### config.mk
export PLATFORM = sky130hd
export DESIGN_NAME = c2_interface_frame_master
export DESIGN_NICKNAME = d
export VERILOG_FILES = /design/src/design/c2ifm_pkg.sv /design/src/design/c2ifm_cfg.sv /design/src/design/c2ifm_seq.sv /design/src/design/c2_interface_frame_master.sv
export SDC_FILE = /design/constraint.sdc
export NUM_CORES = 1
export LEC_CHECK = 0
export BUFFER_PORTS_ARGS = -buffer_cell sky130_fd_sc_hd__buf_2
export CAP_MARGIN = 20
export CORE_MARGIN = 5
export CORE_UTILIZATION = 61
export DETAILED_ROUTE_END_ITERATION = 6
export PLACE_DENSITY_LB_ADDON = 0.1
export SYNTH_ARGS = -nofsm -noshare
export SYNTH_HDL_FRONTEND = slang
export SYNTH_HIERARCHICAL = 1
export SYNTH_SLANG_ARGS = --single-unit
export TNS_END_PERCENT = 1
### constraint.sdc
create_clock -name clk -period 7.5 [get_ports clk]
set_input_delay 0.375 -clock clk [delete_from_list [all_inputs] [get_ports clk]]
set_output_delay 0.375 -clock clk [all_outputs]
set_load 0.1 [all_outputs]
### src/design/c2ifm_pkg.sv
// types, codes and constants of the c2 interface frame master
package c2ifm_pkg;

    localparam logic [2:0] OP_TICK = 3'd0;
    localparam logic [2:0] OP_WAR  = 3'd1;
    localparam logic [2:0] OP_RAR  = 3'd2;
    localparam logic [2:0] OP_WDR  = 3'd3;
    localparam logic [2:0] OP_RDR  = 3'd4;
    localparam logic [2:0] OP_RST  = 3'd5;

    localparam logic [3:0] PH_IDLE   = 4'd0;
    localparam logic [3:0] PH_START  = 4'd1;
    localparam logic [3:0] PH_INS    = 4'd2;
    localparam logic [3:0] PH_LENGTH = 4'd3;
    localparam logic [3:0] PH_DOUT   = 4'd4;
    localparam logic [3:0] PH_DIN    = 4'd5;
    localparam logic [3:0] PH_WAIT   = 4'd6;
    localparam logic [3:0] PH_STOP   = 4'd7;
    localparam logic [3:0] PH_RLOW   = 4'd8;
    localparam logic [3:0] PH_RHIGH  = 4'd9;

    localparam logic [1:0] REG_WAIT_TIMEOUT  = 2'd0;
    localparam logic [1:0] REG_RESET_LOW     = 2'd1;
    localparam logic [1:0] REG_RESET_RELEASE = 2'd2;

    localparam logic [15:0] WAIT_TIMEOUT_RST  = 16'd1000;
    localparam logic [15:0] RESET_LOW_RST     = 16'd20;
    localparam logic [15:0] RESET_RELEASE_RST = 16'd2;
    localparam logic [15:0] WAIT_COUNT_MAX    = 16'hFFFF;

    typedef struct packed {
        logic [15:0] wait_timeout_strobes;
        logic [15:0] reset_low_ticks;
        logic [15:0] reset_release_ticks;
    } cfg_t;

    typedef struct packed {
        logic       status;
        logic [7:0] read_byte;
        logic       done_res;
        logic       busy_res;
        logic       c2d_drive_enable;
        logic       c2d_level;
        logic       c2ck_drive_enable;
        logic       c2ck_level;
    } res_t;

    // instruction field per request, sent lsb first
    function automatic logic [1:0] ins_code(input logic [2:0] req);
        logic [1:0] code;
        begin
            case (req)
                OP_WAR:  code = 2'd3;
                OP_RAR:  code = 2'd2;
                OP_WDR:  code = 2'd1;
                default: code = 2'd0;
            endcase
            return code;
        end
    endfunction

endpackage

### src/design/c2ifm_cfg.sv
// apb configuration registers of the c2 interface frame master
module c2ifm_cfg
    import c2ifm_pkg::*;
(
    input  logic        clk,
    input  logic        rst_n,
    input  logic        psel,
    input  logic        penable,
    input  logic        pwrite,
    input  logic [3:0]  paddr,
    input  logic [31:0] pwdata,
    output logic [31:0] prdata,
    output logic        pready,
    output cfg_t        cfg
);

    logic [15:0] wait_timeout_reg;
    logic [15:0] reset_low_reg;
    logic [15:0] reset_release_reg;
    logic        wr_en;
    logic [1:0]  reg_idx;

    assign pready  = 1'b1;
    assign wr_en   = psel && penable && pwrite;
    assign reg_idx = paddr[3:2];

    always_ff @(posedge clk or negedge rst_n)
    begin
        if (!rst_n)
        begin
            wait_timeout_reg  <= WAIT_TIMEOUT_RST;
            reset_low_reg     <= RESET_LOW_RST;
            reset_release_reg <= RESET_RELEASE_RST;
        end
        else if (wr_en)
        begin
            unique case (reg_idx)
                REG_WAIT_TIMEOUT:  wait_timeout_reg  <= pwdata[15:0];
                REG_RESET_LOW:     reset_low_reg     <= pwdata[15:0];
                REG_RESET_RELEASE: reset_release_reg <= pwdata[15:0];
                default:           ;
            endcase
        end
    end

    always_comb
    begin
        unique case (reg_idx)
            REG_WAIT_TIMEOUT:  prdata = {16'd0, wait_timeout_reg};
            REG_RESET_LOW:     prdata = {16'd0, reset_low_reg};
            REG_RESET_RELEASE: prdata = {16'd0, reset_release_reg};
            default:           prdata = 32'd0;
        endcase
    end

    assign cfg.wait_timeout_strobes = wait_timeout_reg;
    assign cfg.reset_low_ticks      = reset_low_reg;
    assign cfg.reset_release_ticks  = reset_release_reg;

endmodule

### src/design/c2ifm_seq.sv
// frame sequencer: state registers and one-tick next-state and pin logic
module c2ifm_seq
    import c2ifm_pkg::*;
(
    input  logic       clk,
    input  logic       rst_n,
    input  logic       step,
    input  logic [2:0] operation,
    input  logic [7:0] data_byte,
    input  logic       c2d_sample,
    input  cfg_t       cfg,
    output res_t       res
);

    logic [3:0]  phase_reg, phase_next;
    logic [2:0]  req_reg, req_next;
    logic [3:0]  bit_count_reg, bit_count_next;
    logic [7:0]  shift_reg, shift_next;
    logic        half_reg, half_next;
    logic [15:0] wait_count_reg, wait_count_next;
    logic [15:0] reset_count_reg, reset_count_next;
    logic        timeout_reg, timeout_next;

    always_comb
    begin
        logic [1:0] code;
        logic       leave;
        phase_next       = phase_reg;
        req_next         = req_reg;
        bit_count_next   = bit_count_reg;
        shift_next       = shift_reg;
        half_next        = half_reg;
        wait_count_next  = wait_count_reg;
        reset_count_next = reset_count_reg;
        timeout_next     = timeout_reg;
        res              = '0;
        res.c2ck_level   = 1'b1;
        leave            = 1'b0;

        // request taken only when idle; its tick is the first low tick
        if (phase_reg == PH_IDLE && operation >= OP_WAR && operation <= OP_RST)
        begin
            req_next         = operation;
            shift_next       = (operation == OP_WAR || operation == OP_WDR) ? data_byte : 8'd0;
            bit_count_next   = 4'd0;
            wait_count_next  = 16'd0;
            reset_count_next = 16'd0;
            timeout_next     = 1'b0;
            half_next        = 1'b1;
            phase_next       = (operation == OP_RST) ? PH_RLOW : PH_START;
        end
        code = ins_code(req_next);

        if (phase_next == PH_RLOW || phase_next == PH_RHIGH)
        begin
            res.busy_res          = 1'b1;
            res.c2ck_drive_enable = 1'b1;
            reset_count_next      = reset_count_next + 16'd1;
            if (phase_next == PH_RLOW)
            begin
                res.c2ck_level = 1'b0;
                if (reset_count_next >= cfg.reset_low_ticks)
                begin
                    phase_next       = PH_RHIGH;
                    reset_count_next = 16'd0;
                end
            end
            else if (reset_count_next >= cfg.reset_release_ticks)
            begin
                phase_next       = PH_IDLE;
                reset_count_next = 16'd0;
                half_next        = 1'b0;
                res.done_res     = 1'b1;
            end
        end
        else if (phase_next >= PH_START && phase_next <= PH_STOP)
        begin
            res.busy_res          = 1'b1;
            res.c2ck_drive_enable = 1'b1;
            case (phase_next)
                PH_INS:
                begin
                    res.c2d_drive_enable = 1'b1;
                    res.c2d_level        = code[bit_count_next[0]];
                end
                PH_LENGTH: res.c2d_drive_enable = 1'b1;
                PH_DOUT:
                begin
                    res.c2d_drive_enable = 1'b1;
                    res.c2d_level        = shift_next[0];
                end
                default: ;
            endcase
            if (half_next)
            begin
                res.c2ck_level = 1'b0;
                half_next      = 1'b0;
            end
            else
            begin
                half_next = 1'b1;
                case (phase_next)
                    PH_START:
                    begin
                        phase_next     = PH_INS;
                        bit_count_next = 4'd0;
                    end
                    PH_INS:
                    begin
                        bit_count_next = bit_count_next + 4'd1;
                        if (bit_count_next >= 4'd2)
                        begin
                            bit_count_next = 4'd0;
                            if (req_next == OP_WAR)
                                phase_next = PH_DOUT;
                            else if (req_next == OP_RAR)
                                phase_next = PH_DIN;
                            else
                                phase_next = PH_LENGTH;
                        end
                    end
                    PH_LENGTH:
                    begin
                        bit_count_next = bit_count_next + 4'd1;
                        if (bit_count_next >= 4'd2)
                        begin
                            bit_count_next = 4'd0;
                            if (req_next == OP_WDR)
                                phase_next = PH_DOUT;
                            else
                            begin
                                phase_next      = PH_WAIT;
                                wait_count_next = 16'd0;
                            end
                        end
                    end
                    PH_DOUT:
                    begin
                        shift_next     = {1'b0, shift_next[7:1]};
                        bit_count_next = bit_count_next + 4'd1;
                        if (bit_count_next >= 4'd8)
                        begin
                            bit_count_next = 4'd0;
                            if (req_next == OP_WDR)
                            begin
                                phase_next      = PH_WAIT;
                                wait_count_next = 16'd0;
                            end
                            else
                                phase_next = PH_STOP;
                        end
                    end
                    PH_DIN:
                    begin
                        shift_next     = {c2d_sample, shift_next[7:1]};
                        bit_count_next = bit_count_next + 4'd1;
                        if (bit_count_next >= 4'd8)
                        begin
                            bit_count_next = 4'd0;
                            phase_next     = PH_STOP;
                        end
                    end
                    PH_WAIT:
                    begin
                        if (c2d_sample)
                            leave = 1'b1;
                        else
                        begin
                            if (wait_count_next < WAIT_COUNT_MAX)
                                wait_count_next = wait_count_next + 16'd1;
                            if (wait_count_next >= cfg.wait_timeout_strobes)
                            begin
                                timeout_next = 1'b1;
                                leave        = 1'b1;
                            end
                        end
                        if (leave)
                        begin
                            if (req_next == OP_RDR)
                            begin
                                phase_next     = PH_DIN;
                                shift_next     = 8'd0;
                                bit_count_next = 4'd0;
                            end
                            else
                                phase_next = PH_STOP;
                        end
                    end
                    default:
                    begin
                        res.done_res = 1'b1;
                        if (req_next == OP_RAR || req_next == OP_RDR)
                            res.read_byte = shift_next;
                        if (req_next == OP_WDR || req_next == OP_RDR)
                            res.status = timeout_next;
                        phase_next = PH_IDLE;
                        half_next  = 1'b0;
                    end
                endcase
            end
        end
        else
        begin
            phase_next = PH_IDLE;
            half_next  = 1'b0;
        end
    end

    always_ff @(posedge clk or negedge rst_n)
    begin
        if (!rst_n)
        begin
            phase_reg       <= PH_IDLE;
            req_reg         <= OP_TICK;
            bit_count_reg   <= 4'd0;
            shift_reg       <= 8'd0;
            half_reg        <= 1'b0;
            wait_count_reg  <= 16'd0;
            reset_count_reg <= 16'd0;
            timeout_reg     <= 1'b0;
        end
        else if (step)
        begin
            phase_reg       <= phase_next;
            req_reg         <= req_next;
            bit_count_reg   <= bit_count_next;
            shift_reg       <= shift_next;
            half_reg        <= half_next;
            wait_count_reg  <= wait_count_next;
            reset_count_reg <= reset_count_next;
            timeout_reg     <= timeout_next;
        end
    end

endmodule

### src/design/c2_interface_frame_master.sv
// top level of the c2 interface frame master
// an input passes the input register and then the result register before its result is shown
// throughput: one item per cycle while the output is not stalled; the frame sequencer advances one tick per item
// a stalled output holds the result register; the input register keeps taking items
// until both are full
// reset: asynchronous, clears sequencer state and valid flags and sets config registers to defaults
module c2_interface_frame_master
    import c2ifm_pkg::*;
(
    input  logic        clk,
    input  logic        rst_n,
    input  logic        s_tvalid,
    output logic        s_tready,
    input  logic [15:0] s_tdata,   // data_byte[7:0], c2d_sample[8], zero[15:9]
    input  logic [2:0]  s_tuser,   // operation[2:0]
    output logic        m_tvalid,
    input  logic        m_tready,
    output logic [15:0] m_tdata,   // c2ck_level, c2ck_drive_enable, c2d_level,
                                   // c2d_drive_enable, busy_res, done_res,
                                   // read_byte[13:6], status[14], zero[15]
    input  logic        psel,
    input  logic        penable,
    input  logic        pwrite,
    input  logic [3:0]  paddr,
    input  logic [31:0] pwdata,
    output logic [31:0] prdata,
    output logic        pready
);

    logic       in_valid_reg;
    logic [2:0] in_op_reg;
    logic [7:0] in_data_reg;
    logic       in_sample_reg;
    logic       out_valid_reg;
    res_t       out_res_reg;
    logic       advance;
    cfg_t       cfg;
    res_t       res;

    assign advance  = in_valid_reg && (!out_valid_reg || m_tready);
    assign s_tready = !in_valid_reg || advance;

    c2ifm_cfg u_cfg (
        .clk     (clk),
        .rst_n   (rst_n),
        .psel    (psel),
        .penable (penable),
        .pwrite  (pwrite),
        .paddr   (paddr),
        .pwdata  (pwdata),
        .prdata  (prdata),
        .pready  (pready),
        .cfg     (cfg)
    );

    c2ifm_seq u_seq (
        .clk        (clk),
        .rst_n      (rst_n),
        .step       (advance),
        .operation  (in_op_reg),
        .data_byte  (in_data_reg),
        .c2d_sample (in_sample_reg),
        .cfg        (cfg),
        .res        (res)
    );

    always_ff @(posedge clk or negedge rst_n)
    begin
        if (!rst_n)
        begin
            in_valid_reg  <= 1'b0;
            out_valid_reg <= 1'b0;
        end
        else
        begin
            if (s_tready)
                in_valid_reg <= s_tvalid;
            if (advance)
                out_valid_reg <= 1'b1;
            else if (m_tready)
                out_valid_reg <= 1'b0;
        end
    end

    always_ff @(posedge clk)
    begin
        if (s_tready && s_tvalid)
        begin
            in_op_reg     <= s_tuser;
            in_data_reg   <= s_tdata[7:0];
            in_sample_reg <= s_tdata[8];
        end
        if (advance)
            out_res_reg <= res;
    end

    assign m_tvalid = out_valid_reg;
    assign m_tdata  = {1'b0, out_res_reg};

endmodule

Word-level counts from Yosys, hierarchy flattened:

Index checks and enable logic that the tools add are counted.

* flip-flop bits (word level): 130
* bits of input ports: 62
* output and inout bits: 51
* logic and storage cells: 181

* $add $sub $neg: 3
* $lt $le $gt $ge: 11
* equality and inequality tests: 17
* muxes and demuxes: 95
* bitwise logic cells: 3
* reductions and logical operators: 28

Operators by type and width (number)
* $mux W16: 20
* $pmux W16 S3: 2
* $mux W4: 22
* $mux W8: 7
* $ge A16 B16 Y1: 3
* $mux W1: 33
* $add A16 B1 Y16 const B: 2
* $pmux W4 S6: 1
* $pmux W8 S3: 1
* $reduce_or A10 Y1: 2
* $lt A16 B16 Y1 const B: 1
* $pmux W4 S4: 1
* $eq A4 B3 Y1 const B: 3
* $eq A3 B2 Y1 const B: 3
* $eq A4 B2 Y1 const B: 2
* $eq A4 B4 Y1 const B: 2
* $logic_and A1 B1 Y1: 7
* $eq A3 B1 Y1 const B: 2
* $eq A3 B3 Y1 const B: 2
* $logic_or A1 B1 Y1: 6
* $mux W2: 3
* $mux W3: 2
* $mux W6: 1
* $pmux W2 S3: 1
* 21 further kinds: 28

Longest topological paths before layout:

Gate-level depths: netlist of run 1.

* word-level depth: 23
* gate-level depth with buffers: 24
* mapped depth without buffers: 20

By module:

The synthesis of run 1 kept the hierarchy.

Modules (own cells, without submodules)
* c2ifm_seq: instances 1, cells an instance 680, area each 5345.1 um^2, seq. area each 1326.3 um^2
* c2ifm_cfg: instances 1, cells an instance 178, area each 2343.5 um^2, seq. area each 1212.4 um^2
* c2_interface_frame_master: instances 1, cells an instance 37, area each 925.9 um^2, seq. area each 860.8 um^2

Least setup slack after synthesis of run 1:

No wires, ideal clock.

* path kind: flip-flop to flip-flop
* start: reg in_op_reg[2]
* end: reg u_seq.reset_count_reg[15]
* setup time: 82 ps
* arrival time: 4778 ps
* path slack: 2640 ps
* cell stages (with the launch flop): 22
* path buffers: 4
* path through: edfxtp_1 or3_1 buf_2 nand3_2 clkbuf_1 clkbuf_1 and2_1 ha_1 and3_1 and3_1 nand4_1 or3_1 a21oi_1 ha_1 a21oi_1 a21boi_0 a2111oi_4 nand3_1 o21ai_2 buf_4 nand2_1 a31oi_1

* longest elaborated chain between the ends: 9

RTL lines
* start: declaration: line c2_interface_frame_master.sv:31 `logic [2:0] in_op_reg;`
* start signal: assignment: line c2_interface_frame_master.sv:89 `in_op_reg <= s_tuser;`
* $ge A3 B1 Y1: line c2ifm_seq.sv:41 `if (phase_reg == PH_IDLE && operation >= OP_WAR && operation <= OP_RST)`
* $logic_and A1 B1 Y1 (2 in a row): line c2ifm_seq.sv:41
* $mux W16: line c2ifm_seq.sv:41
* $add A16 B1 Y16: line c2ifm_seq.sv:58 `reset_count_next = reset_count_next + 16'd1;`
* $ge A16 B16 Y1, on equally long branches: line c2ifm_seq.sv:68, c2ifm_seq.sv:62
* $mux W16, on equally long branches: line c2ifm_seq.sv:68, c2ifm_seq.sv:62
* $mux W16: line c2ifm_seq.sv:59 `if (phase_next == PH_RLOW)`
* $mux W16 *: line c2ifm_seq.sv:54 `if (phase_next == PH_RLOW || phase_next == PH_RHIGH)`
* end signal: assignment: line c2ifm_seq.sv:230 `reset_count_reg <= reset_count_next;`
* end: declaration: line c2ifm_seq.sv:21 `logic [15:0] reset_count_reg, reset_count_next;`

Every way passes the cells marked *; elsewhere a longest branch is shown, timed or not.
A chain may end at the register's enable or synchronous reset.

Worst setup path in the final report of run 1:

Same ends and word-level chain as after synthesis.

==> results of run 1 <==
-- per-layer routing --
| layer | vias up | global-route usage (%) | part of all wire [%] |
|---|---|---|---|
| met3 | 48 | 6.393 | 6.6 |
| met1 | 3542 | 38.01 | 43 |
| met5 | - | 0 | 0 |
| met4 | 0 | 10.01 | 2.1 |
| li1 | 3339 | - | - |
| met2 | 318 | 45.70 | 49 |
-- cells by family after synthesis --
family	count (synthesis)	synth area share [%]
buffers and inverters	118	6.681
XOR/XNOR	27	2.745
adder cells (fa/ha/maj)	52	7.553
AND/OR/NAND/NOR	279	16.50
flip-flops	130	39.46
multiplexers	67	8.947
AO/OA/AOI/OAI	219	17.98
other	3	0.1307
-- layout by cell type (no fill, tap or decap), types with 18 or more instances in the layout --
cell type	instances
inv_1	57
ha_1	52
buf_2	68
nand2_1	87
o21ai_0	44
edfxtp_1	27
a21oi_1	37
nand3_1	27
dfrtp_1	94
nor2_1	64
mux2_2	40
conb_1	18
-- path summary, 6_finish.rpt --
| check | endpoint | slack [ns] |
|---|---|---|
| worst max-delay path | u_seq/reset_count_reg[15] | 1.56 |
| worst min-delay path | in_data_reg[2] | 0.12 |
| worst max register to register | u_seq/reset_count_reg[15] | 1.56 |
| worst min register to register | u_seq/timeout_reg | 0.53 |
| max in group asynchronous | u_seq/bit_count_reg[1] | 5.73 |
| min in group asynchronous | u_cfg/reset_low_reg[9] | 0.42 |
-- through the flow --
| step | std cells | hold WS (ns) | setup WS (ns) | utilization (%) |
|---|---|---|---|---|
| global placement | 1106 | 0.3110 | 1.752 | 64.42 |
| global route | 1140 | 0.1005 | 1.055 | 68.78 |
| floorplan | 910 | 0.07941 | 2.640 | - |
| finish | 1140 | 0.1176 | 1.559 | 68.78 |
| CTS | 1139 | 0.1046 | 1.612 | 68.70 |
| detailed placement | 1106 | 0.3324 | 1.620 | 64.42 |
-- power by group through the flow --
stage | Clock (mW) | Combinational [mW] | Sequential [mW]
3_5_place_dp | 0 | 1.21 | 1.04
2_1_floorplan | 0 | 0.894 | 1.07
6_report | 0.832 | 1.24 | 1.03
4_1_cts | 0.845 | 1.22 | 1.03
3_3_place_gp | 0 | 1.18 | 1.03
5_1_grt | 0.877 | 1.34 | 1.05
-- layout make-up --
type                    instances  area share (%)
well taps                     180           2.359
repair buffers                 79           4.495
inverters                      57           2.241
multi-input cells             662           49.18
clock inverters                12           1.546
flip-flops and latches        130           35.60
clock buffers                  20           4.573
-- what timing repair did --
item                                    CTS  global route
endpoints found under the setup margin    0             0
buffers inserted                          0             0
hold buffers                              1             0
endpoints found under the hold margin    22             0
==> results.cfg, run 1 <==
[status]
status = completed

[synthesis]
syn_area_um2 = 8615
synth_area_leaders = dfrtp_1, edfxtp_1, ha_1, mux2_2, nand2_1
ys_seq_area_share_pct = 39.46
synthArstFlopShare_pct = 79.23
synth_top_area_share_pct = 27.31
ys_types = 91
yosysWarnings = 6
synth-edff-count = 27
synth.avg_cell_area_um2 = 9.625
synth.most_common_cell = dfrtp_1
ys_ff_latch = 130
syn_inst = 895
synthFlopType = dfrtp_1
synth_top_area_cell = dfrtp_1
synth_common_cells = dfrtp_1, nand2_1, nor2_1

[clocking]
cts_tree = built
numCtsBuffers = 17
root_buffer = clkbuf_16
cts.sinks = 130
clock_latency_ns = 0.43
clockBufferDepth = 2
clk_pin_slew_ns = 0.06
cts_resized = 0
cts-htree-levels = 4

[route]
wl_per_cell_um = 19.71
dr.pass1.iters = 5
num_vias = 7247
ant_nets = 0
drc = 0
drt-total-wl_um = 22480
avgViaCountPerCell = 6.357
drtIter0Drc = 873

[floorplan]
rows = 43
start_util_pct = 62.06
die_h_um = 128.8
pin_count = 113
die_w_um = 128.8
dieArea_um2 = 16600
core_area_um2 = 13880

[global_route]
grt_pass1_wl_um = 37090
grt_max_degree = 74
grtUsageTotal_pct = 28.42
antenna_found_initial = 0
grt_pass1_vias = 7241
grt.overflow.total = 0

[critical_path]
startpoint = in_op_reg[2]
path_class = flip-flop to flip-flop
max_stage_delay_ns = 0.57
worst-path-stages = 18
cp_max_fo = 27
critPathArrivalTime_ns = 6.28
crit_family = simple AND/OR/NAND/NOR gates
worst-path-buf-inv = 1
cp_cell_sequence = or3_1 -> nand3_2 -> buf_4 -> and2_1 -> ha_1 -> and3_1 -> and3_1 -> nand4_1 -> or3_1 -> a21oi_1 -> ha_1 -> a21oi_1 -> a21boi_0 -> a2111oi_4 -> nand3_1 -> o21ai_2 -> nand2_1 -> a31oi_1
crit_path_start_kind = flip-flop
slowest_stage = edfxtp_1
reg2regPathDepth = 18
crit_path_end_kind = flip-flop
required_ns = 7.84
r2r_start = in_op_reg[2]

[finish]
num_antenna_cells = 0
seq_area_um2 = 3400
fillers = 1058
drive_above_1_share_pct = 19.90
area_growth_syn_to_layout_pct = 10.84
multi_input_area_um2 = 4696
nets = 1061
stdcell_area_um2 = 9548

[timing]
finalClockSkew_ns = 0.01104
period_share_pct = 79.21
fmax_mhz = 168.3
final_max_slew_viol_count = 0
hold_viol_final = 0
setup-tns-final_ns = 0
worst_pin_slew_ns = 1.017
setup_violations = 0
rsz0062_at_grt = false
maxSlewHeadroom_pct = 32.21
period_minus_slack_ns = 5.941

[pwr]
clkPwrFrac_pct = 26.8
powerDensity_nw_per_um2 = 325.1
p_sw_share_pct = 43.70
p_leak_nw = 4.294
pwr-share-seq_pct = 33.1
finalPower_mw = 3.104
peakVddDrop_mv = 0.2059
p_int_mw = 1.748
switching_power_mw = 1.357
combPwrFrac_pct = 40.1

[min_path]
holdPathStages = 1
hp-start = s_tdata[2]
min_path_type = input port to flip-flop

[run]
max_cap_viol_count = 0

[place]
hpwlAfterDp_um = 16050
gp_congestion = 0.9303
place_area_um2 = 8942
port_buffers = 69
Power figures use the tool's default switching activity.
==> run 2: changes to the inputs <==
--- a/config.mk
+++ b/config.mk
@@ -8,7 +8,7 @@
 export BUFFER_PORTS_ARGS = -buffer_cell sky130_fd_sc_hd__buf_2
 export CAP_MARGIN = 20
 export CORE_MARGIN = 5
-export CORE_UTILIZATION = 61
+export CORE_UTILIZATION = 53
 export DETAILED_ROUTE_END_ITERATION = 6
 export PLACE_DENSITY_LB_ADDON = 0.1
 export SYNTH_ARGS = -nofsm -noshare
==> constraint.sdc (replaced) <==
create_clock -name clk -period 4.8 [get_ports clk]
set_input_delay 0.24 -clock clk [delete_from_list [all_inputs] [get_ports clk]]
set_output_delay 0.24 -clock clk [all_outputs]
set_load 0.1 [all_outputs]
==> run 2 against run 1 <==
Final area up 4.9%. Sequential cell count stayed put. Sequential share of layout area is 1.7 points lower. Final cell count up 6.6%. Die area up 14%. Core utilization shrank 5.9 points. Global-route usage fell by 3.0 points. Worst setup slack worse by 1.2 ns. Register-to-register slack got worse by 1.2 ns. Critical path type unchanged. Critical endpoint is now u_seq/bit_count_reg[1].
==> results.cfg, run 2 (synthesis results as in run 1) <==
[clocking]
root_buffer = clkbuf_16
clockBufferDepth = 2
cts-htree-levels = 4
numCtsBuffers = 17
cts_tree = built
clock_latency_ns = 0.42
clk_pin_slew_ns = 0.06
cts.sinks = 130

[finish]
mostFrequentLayoutCells = dfrtp_1, nand2_1, buf_2
nets = 1100
num_antenna_cells = 0
area_growth_syn_to_layout_pct = 16.31
seq_area_um2 = 3400
multi_input_area_um2 = 4776
fillers = 1331
layout_commonest_cell = dfrtp_1
drive_above_1_share_pct = 23.32

[route]
ant_nets = 0
drtIter0Drc = 591
wl_per_cell_um = 19.06
drt-total-wl_um = 23160
num_vias = 7259
avgViaCountPerCell = 5.974
dr.pass1.iters = 5
drc = 0

[critical_path]
crit_path_start_kind = flip-flop
cp_max_fo = 8
path_class = flip-flop to flip-flop
critPathArrivalTime_ns = 4.75
r2r_start = in_op_reg[2]
reg2regPathDepth = 21
crit_path_end_kind = flip-flop
required_ns = 5.10
r2r_end = u_seq/bit_count_reg[1]
rrSetupSlack_ns = 0.36

[pwr]
p_sw_share_pct = 42.96
switching_power_mw = 2.156
finalPower_mw = 5.020
pwr-share-seq_pct = 30.7
powerDensity_nw_per_um2 = 501.0
p_int_mw = 2.863
combPwrFrac_pct = 42.3
p_leak_nw = 4.509
peakVddDrop_mv = 0.3345
clkPwrFrac_pct = 26.9

[global_route]
grt.overflow.total = 0
antenna_found_initial = 0
grt_pass1_vias = 7005
grtUsageTotal_pct = 25.38
grt_max_degree = 57
grt_pass1_wl_um = 37490
top_usage_layer = met2
met1_usage_pct = 35.98
grt_use_met2_pct = 40.56
met3_usage_pct = 4.346

[floorplan]
die_h_um = 137.5
start_util_pct = 54.03
core_area_um2 = 15940
die_w_um = 137.5
pin_count = 113
dieArea_um2 = 18900
rows = 46

[place]
port_buffers = 69
dp_slack_ns = 0.02765
gp_congestion = 0.9465
hpwlAfterDp_um = 16430

[timing]
hold_viol_final = 0
rsz0062_at_grt = false
fmax_mhz = 225.0
worst_pin_slew_ns = 1.007
finalClockSkew_ns = 0.006869
final_max_slew_viol_count = 0
period_minus_slack_ns = 4.444
setup_violations = 0
holdWs_ns = 0.03731
fin_ws_ns = 0.3563
period_share_pct = 92.58
maxSlewHeadroom_pct = 32.85
setup-tns-final_ns = 0

[min_path]
min_path_type = input port to flip-flop
hold_end = in_valid_reg
hp-start = s_tvalid
holdPathStages = 2

[run]
max_cap_viol_count = 0

[status]
status = completed
## run 2: cell count changes in the layout (fill, tap and decap cells not counted), sizes merged
cell / delta
dlygate4sd3: +12
bufinv: +1
buf: +27
inv: -1
clkbuf: -2
clkinv: +2
## run 2: worst max-delay path by stage
stage	start	endpoint	slack [ns]	cells after the start
finish	in_op_reg[2]	u_seq/bit_count_reg[1]	0.36	21
global route	in_op_reg[2]	u_seq/bit_count_reg[1]	0.07	21
CTS	in_op_reg[2]	u_seq/shift_reg[5]	0.004	18
detailed placement	in_op_reg[2]	u_seq/shift_reg[2]	0.03	18
global placement	in_op_reg[2]	u_seq/shift_reg[4]	0.17	18
floorplan	in_op_reg[2]	u_seq/reset_count_reg[15]	0.03	21
## run 2: through the flow
stage          std cells  util [%]  cell area, um^2
2_1_floorplan        910         -             8672
3_3_place_gp        1164     57.41             9153
3_5_place_dp        1164     57.41             9153
4_1_cts             1208     61.98             9881
5_1_grt             1215     62.85            10020
6_report            1215     62.85            10020
## run 2: layout make-up
type / instances / share of cell area (%)
clock buffer: 18 / 4.283
clock inverter: 14 / 1.786
inverter: 57 / 2.135
multi-input combinational: 662 / 47.66
sequential: 130 / 33.93
tap: 216 / 2.697
timing repair buffer: 118 / 7.505
## run 2: metal layers
| metal | routed length (um) | up-vias | part of all wire [%] |
|---|---|---|---|
| li1 | - | 3399 | - |
| met1 | 10350 | 3576 | 45 |
| met2 | 11120 | 258 | 48 |
| met3 | 1385 | 26 | 6.0 |
| met4 | 303 | 0 | 1.3 |
| met5 | 0 | - | 0 |
## run 2: worst max-delay path, stage by stage (launching register included)
cell,delay [ns]
edfxtp_1,0.38
or3_1,0.42
nand3_2,0.09
buf_4,0.16
and2_1,0.19
ha_2,0.22
and3_1,0.20
nand2_1,0.13
or3_4,0.41
nand4_1,0.16
xor2_1,0.18
nor2_1,0.06
ha_1,0.27
o21a_1,0.12
nor2_1,0.05
o31ai_2,0.32
a311oi_2,0.15
buf_4,0.16
o21bai_2,0.14
buf_4,0.14
nand2_1,0.09
a32o_1,0.29
## run 2: timing repair
item | CTS | global route
resized for setup | 0 | 18
endpoints found under the setup margin | 0 | 28
hold buffers | 12 | 1
setup buffers | 0 | 5
endpoints found under the hold margin | 57 | 1
## run 2: power by group through the flow
stage	combinational [mW]	clock (mW)	sequential (mW)
6_report	2.13	1.35	1.54
4_1_cts	2.06	1.37	1.54
3_3_place_gp	2.00	0	1.54
5_1_grt	2.29	1.43	1.57
2_1_floorplan	1.40	0	1.67
3_5_place_dp	2.03	0	1.56
==> run 3: changes to the inputs <==
--- a/config.mk
+++ b/config.mk
@@ -8,7 +8,7 @@
 export BUFFER_PORTS_ARGS = -buffer_cell sky130_fd_sc_hd__buf_2
 export CAP_MARGIN = 20
 export CORE_MARGIN = 5
-export CORE_UTILIZATION = 53
+export CORE_UTILIZATION = 30
 export DETAILED_ROUTE_END_ITERATION = 6
 export PLACE_DENSITY_LB_ADDON = 0.1
 export SYNTH_ARGS = -nofsm -noshare
==> run 3 against run 2 <==
Final cell count is 13% higher. Clock skew is 0.011 ns higher. Die area is 70% higher. Hold slack worse by 0.022 ns. Routed wire length is 9.2% higher. Core utilization is 27 points lower. Sequential power hardly changed. Non-clock buffer count is 7 lower.
==> results.cfg, run 3 (synthesis results as in run 1) <==
[critical_path]
crit_path_start_kind = flip-flop
worst-path-buf-inv = 1
cp_cell_sequence = or3_1 -> nand3_4 -> and2_1 -> ha_1 -> and3_1 -> nand2_1 -> or3_4 -> xnor2_2 -> ha_1 -> nand2b_1 -> a2111oi_2 -> o31ai_1 -> a311oi_1 -> buf_4 -> o221ai_1 -> a311oi_1 -> a31oi_1
cp_max_fo = 8
critPathArrivalTime_ns = 4.79
crit_family = simple AND/OR/NAND/NOR gates
required_ns = 5.07
slowest_stage = or3_1
max_stage_delay_ns = 0.46
path_class = flip-flop to flip-flop
crit_path_end_kind = flip-flop

[pwr]
powerDensity_nw_per_um2 = 486.0
peakVddDrop_mv = 0.2457
p_leak_nw = 4.465

[floorplan]
pin_count = 113
rows = 62
die_w_um = 179.5
start_util_pct = 30.18
die_h_um = 179.5
core_area_um2 = 28550
dieArea_um2 = 32200

[route]
drt-total-wl_um = 25290
wl_per_cell_um = 18.38
drc = 0
avgViaCountPerCell = 5.044
ant_nets = 0
drtIter0Drc = 331
dr.pass1.iters = 7
num_vias = 6940

[run]
max_cap_viol_count = 0

[global_route]
grt_use_met2_pct = 25.71
grtUsageTotal_pct = 15.77
grt_pass1_wl_um = 41000
met1_usage_pct = 21.73
antenna_found_initial = 0
met3_usage_pct = 2.708
grt.overflow.total = 0
top_usage_layer = met2
grt_max_degree = 49
grt_pass1_vias = 7164

[place]
place_area_um2 = 9338
hpwlAfterDp_um = 18390
dp_slack_ns = 0.06512
gp_congestion = 0.7914
port_buffers = 69

[clocking]
cts.sinks = 130
clockBufferDepth = 2
cts_tree = built
clk_pin_slew_ns = 0.06
clock_latency_ns = 0.44
numCtsBuffers = 17
root_buffer = clkbuf_16
cts-htree-levels = 4

[timing]
rsz0062_at_grt = false
final_max_slew_viol_count = 0
fmax_mhz = 221.6
hold_viol_final = 0
fin_ws_ns = 0.2866
worst_pin_slew_ns = 1.025
finalClockSkew_ns = 0.01832
setup_violations = 0
setup-tns-final_ns = 0
period_share_pct = 94.03
period_minus_slack_ns = 4.513
maxSlewHeadroom_pct = 31.68

[finish]
drive_above_1_share_pct = 22.48
mostFrequentLayoutCells = dfrtp_1, nand2_1, buf_2
area_growth_syn_to_layout_pct = 17.68
num_antenna_cells = 0
layout_commonest_cell = dfrtp_1
fillers = 3015
stdcell_area_um2 = 10140
nets = 1093

[min_path]
min_path_type = input port to flip-flop

[status]
status = completed
==> run 3: cell type report <==
cell class                      count  area, um^2  area share (%)
Clock buffer                       18       450.4           4.443
Timing Repair Buffer              111       711.9           7.023
Multi-Input combinational cell    662        4765           47.00
Tap cell                          384       480.5           4.740
Clock inverter                     14       116.4           1.148
Sequential cell                   130        3400           33.53
Inverter                           57       214.0           2.111
==> run 3: path summary, 6_finish.rpt <==
path	depth (start not counted)	slack [ns]	startpoint	end
worst max-delay path	17	0.29	in_op_reg[2]	u_seq/phase_reg[0]
worst min-delay path	2	0.02	s_tvalid	in_valid_reg
worst max register to register	17	0.29	in_op_reg[2]	u_seq/phase_reg[0]
worst min register to register	2	0.51	u_seq/timeout_reg	u_seq/timeout_reg
max in group asynchronous	3	3.75	rst_n	u_seq/bit_count_reg[0]
min in group asynchronous	2	0.17	rst_n	u_cfg/wait_timeout_reg[10]
==> run 3: what timing repair did <==
item                       in CTS  in global routing
setup buffers                   0                  4
setup endpoints to repair       0                 31
hold endpoints to repair       21                  0
hold buffers                   13                  0
gates resized for setup         0                 14
==> run 3: report_power, final <==
part           internal, mW  switching, mW  total, mW
Combinational         0.660           1.44       2.10
Clock                 0.707          0.578       1.29
Sequential             1.36          0.177       1.54
Total                  2.73           2.20       4.93
==> run 3: stage by stage <==
stage | hold WS (ns) | cells | util, % | total power, mW
after detailed placement | 0.08820 | 1327 | 32.71 | 3.617
after global routing | 0.01081 | 1376 | 35.51 | 5.247
final | 0.01512 | 1376 | 35.51 | 4.927
after CTS | 0.01270 | 1372 | 35.15 | 4.935
after global placement | 0.08875 | 1327 | 32.71 | 3.613
after floorplan | -0.05559 | 910 | - | 3.064
==> run 3: per-layer routing <==
layer / vias up / part of all wire, %
met5: - / 0
met4: 0 / 1.8
met3: 24 / 2.7
met2: 102 / 48
met1: 3417 / 48
li1: 3397 / -
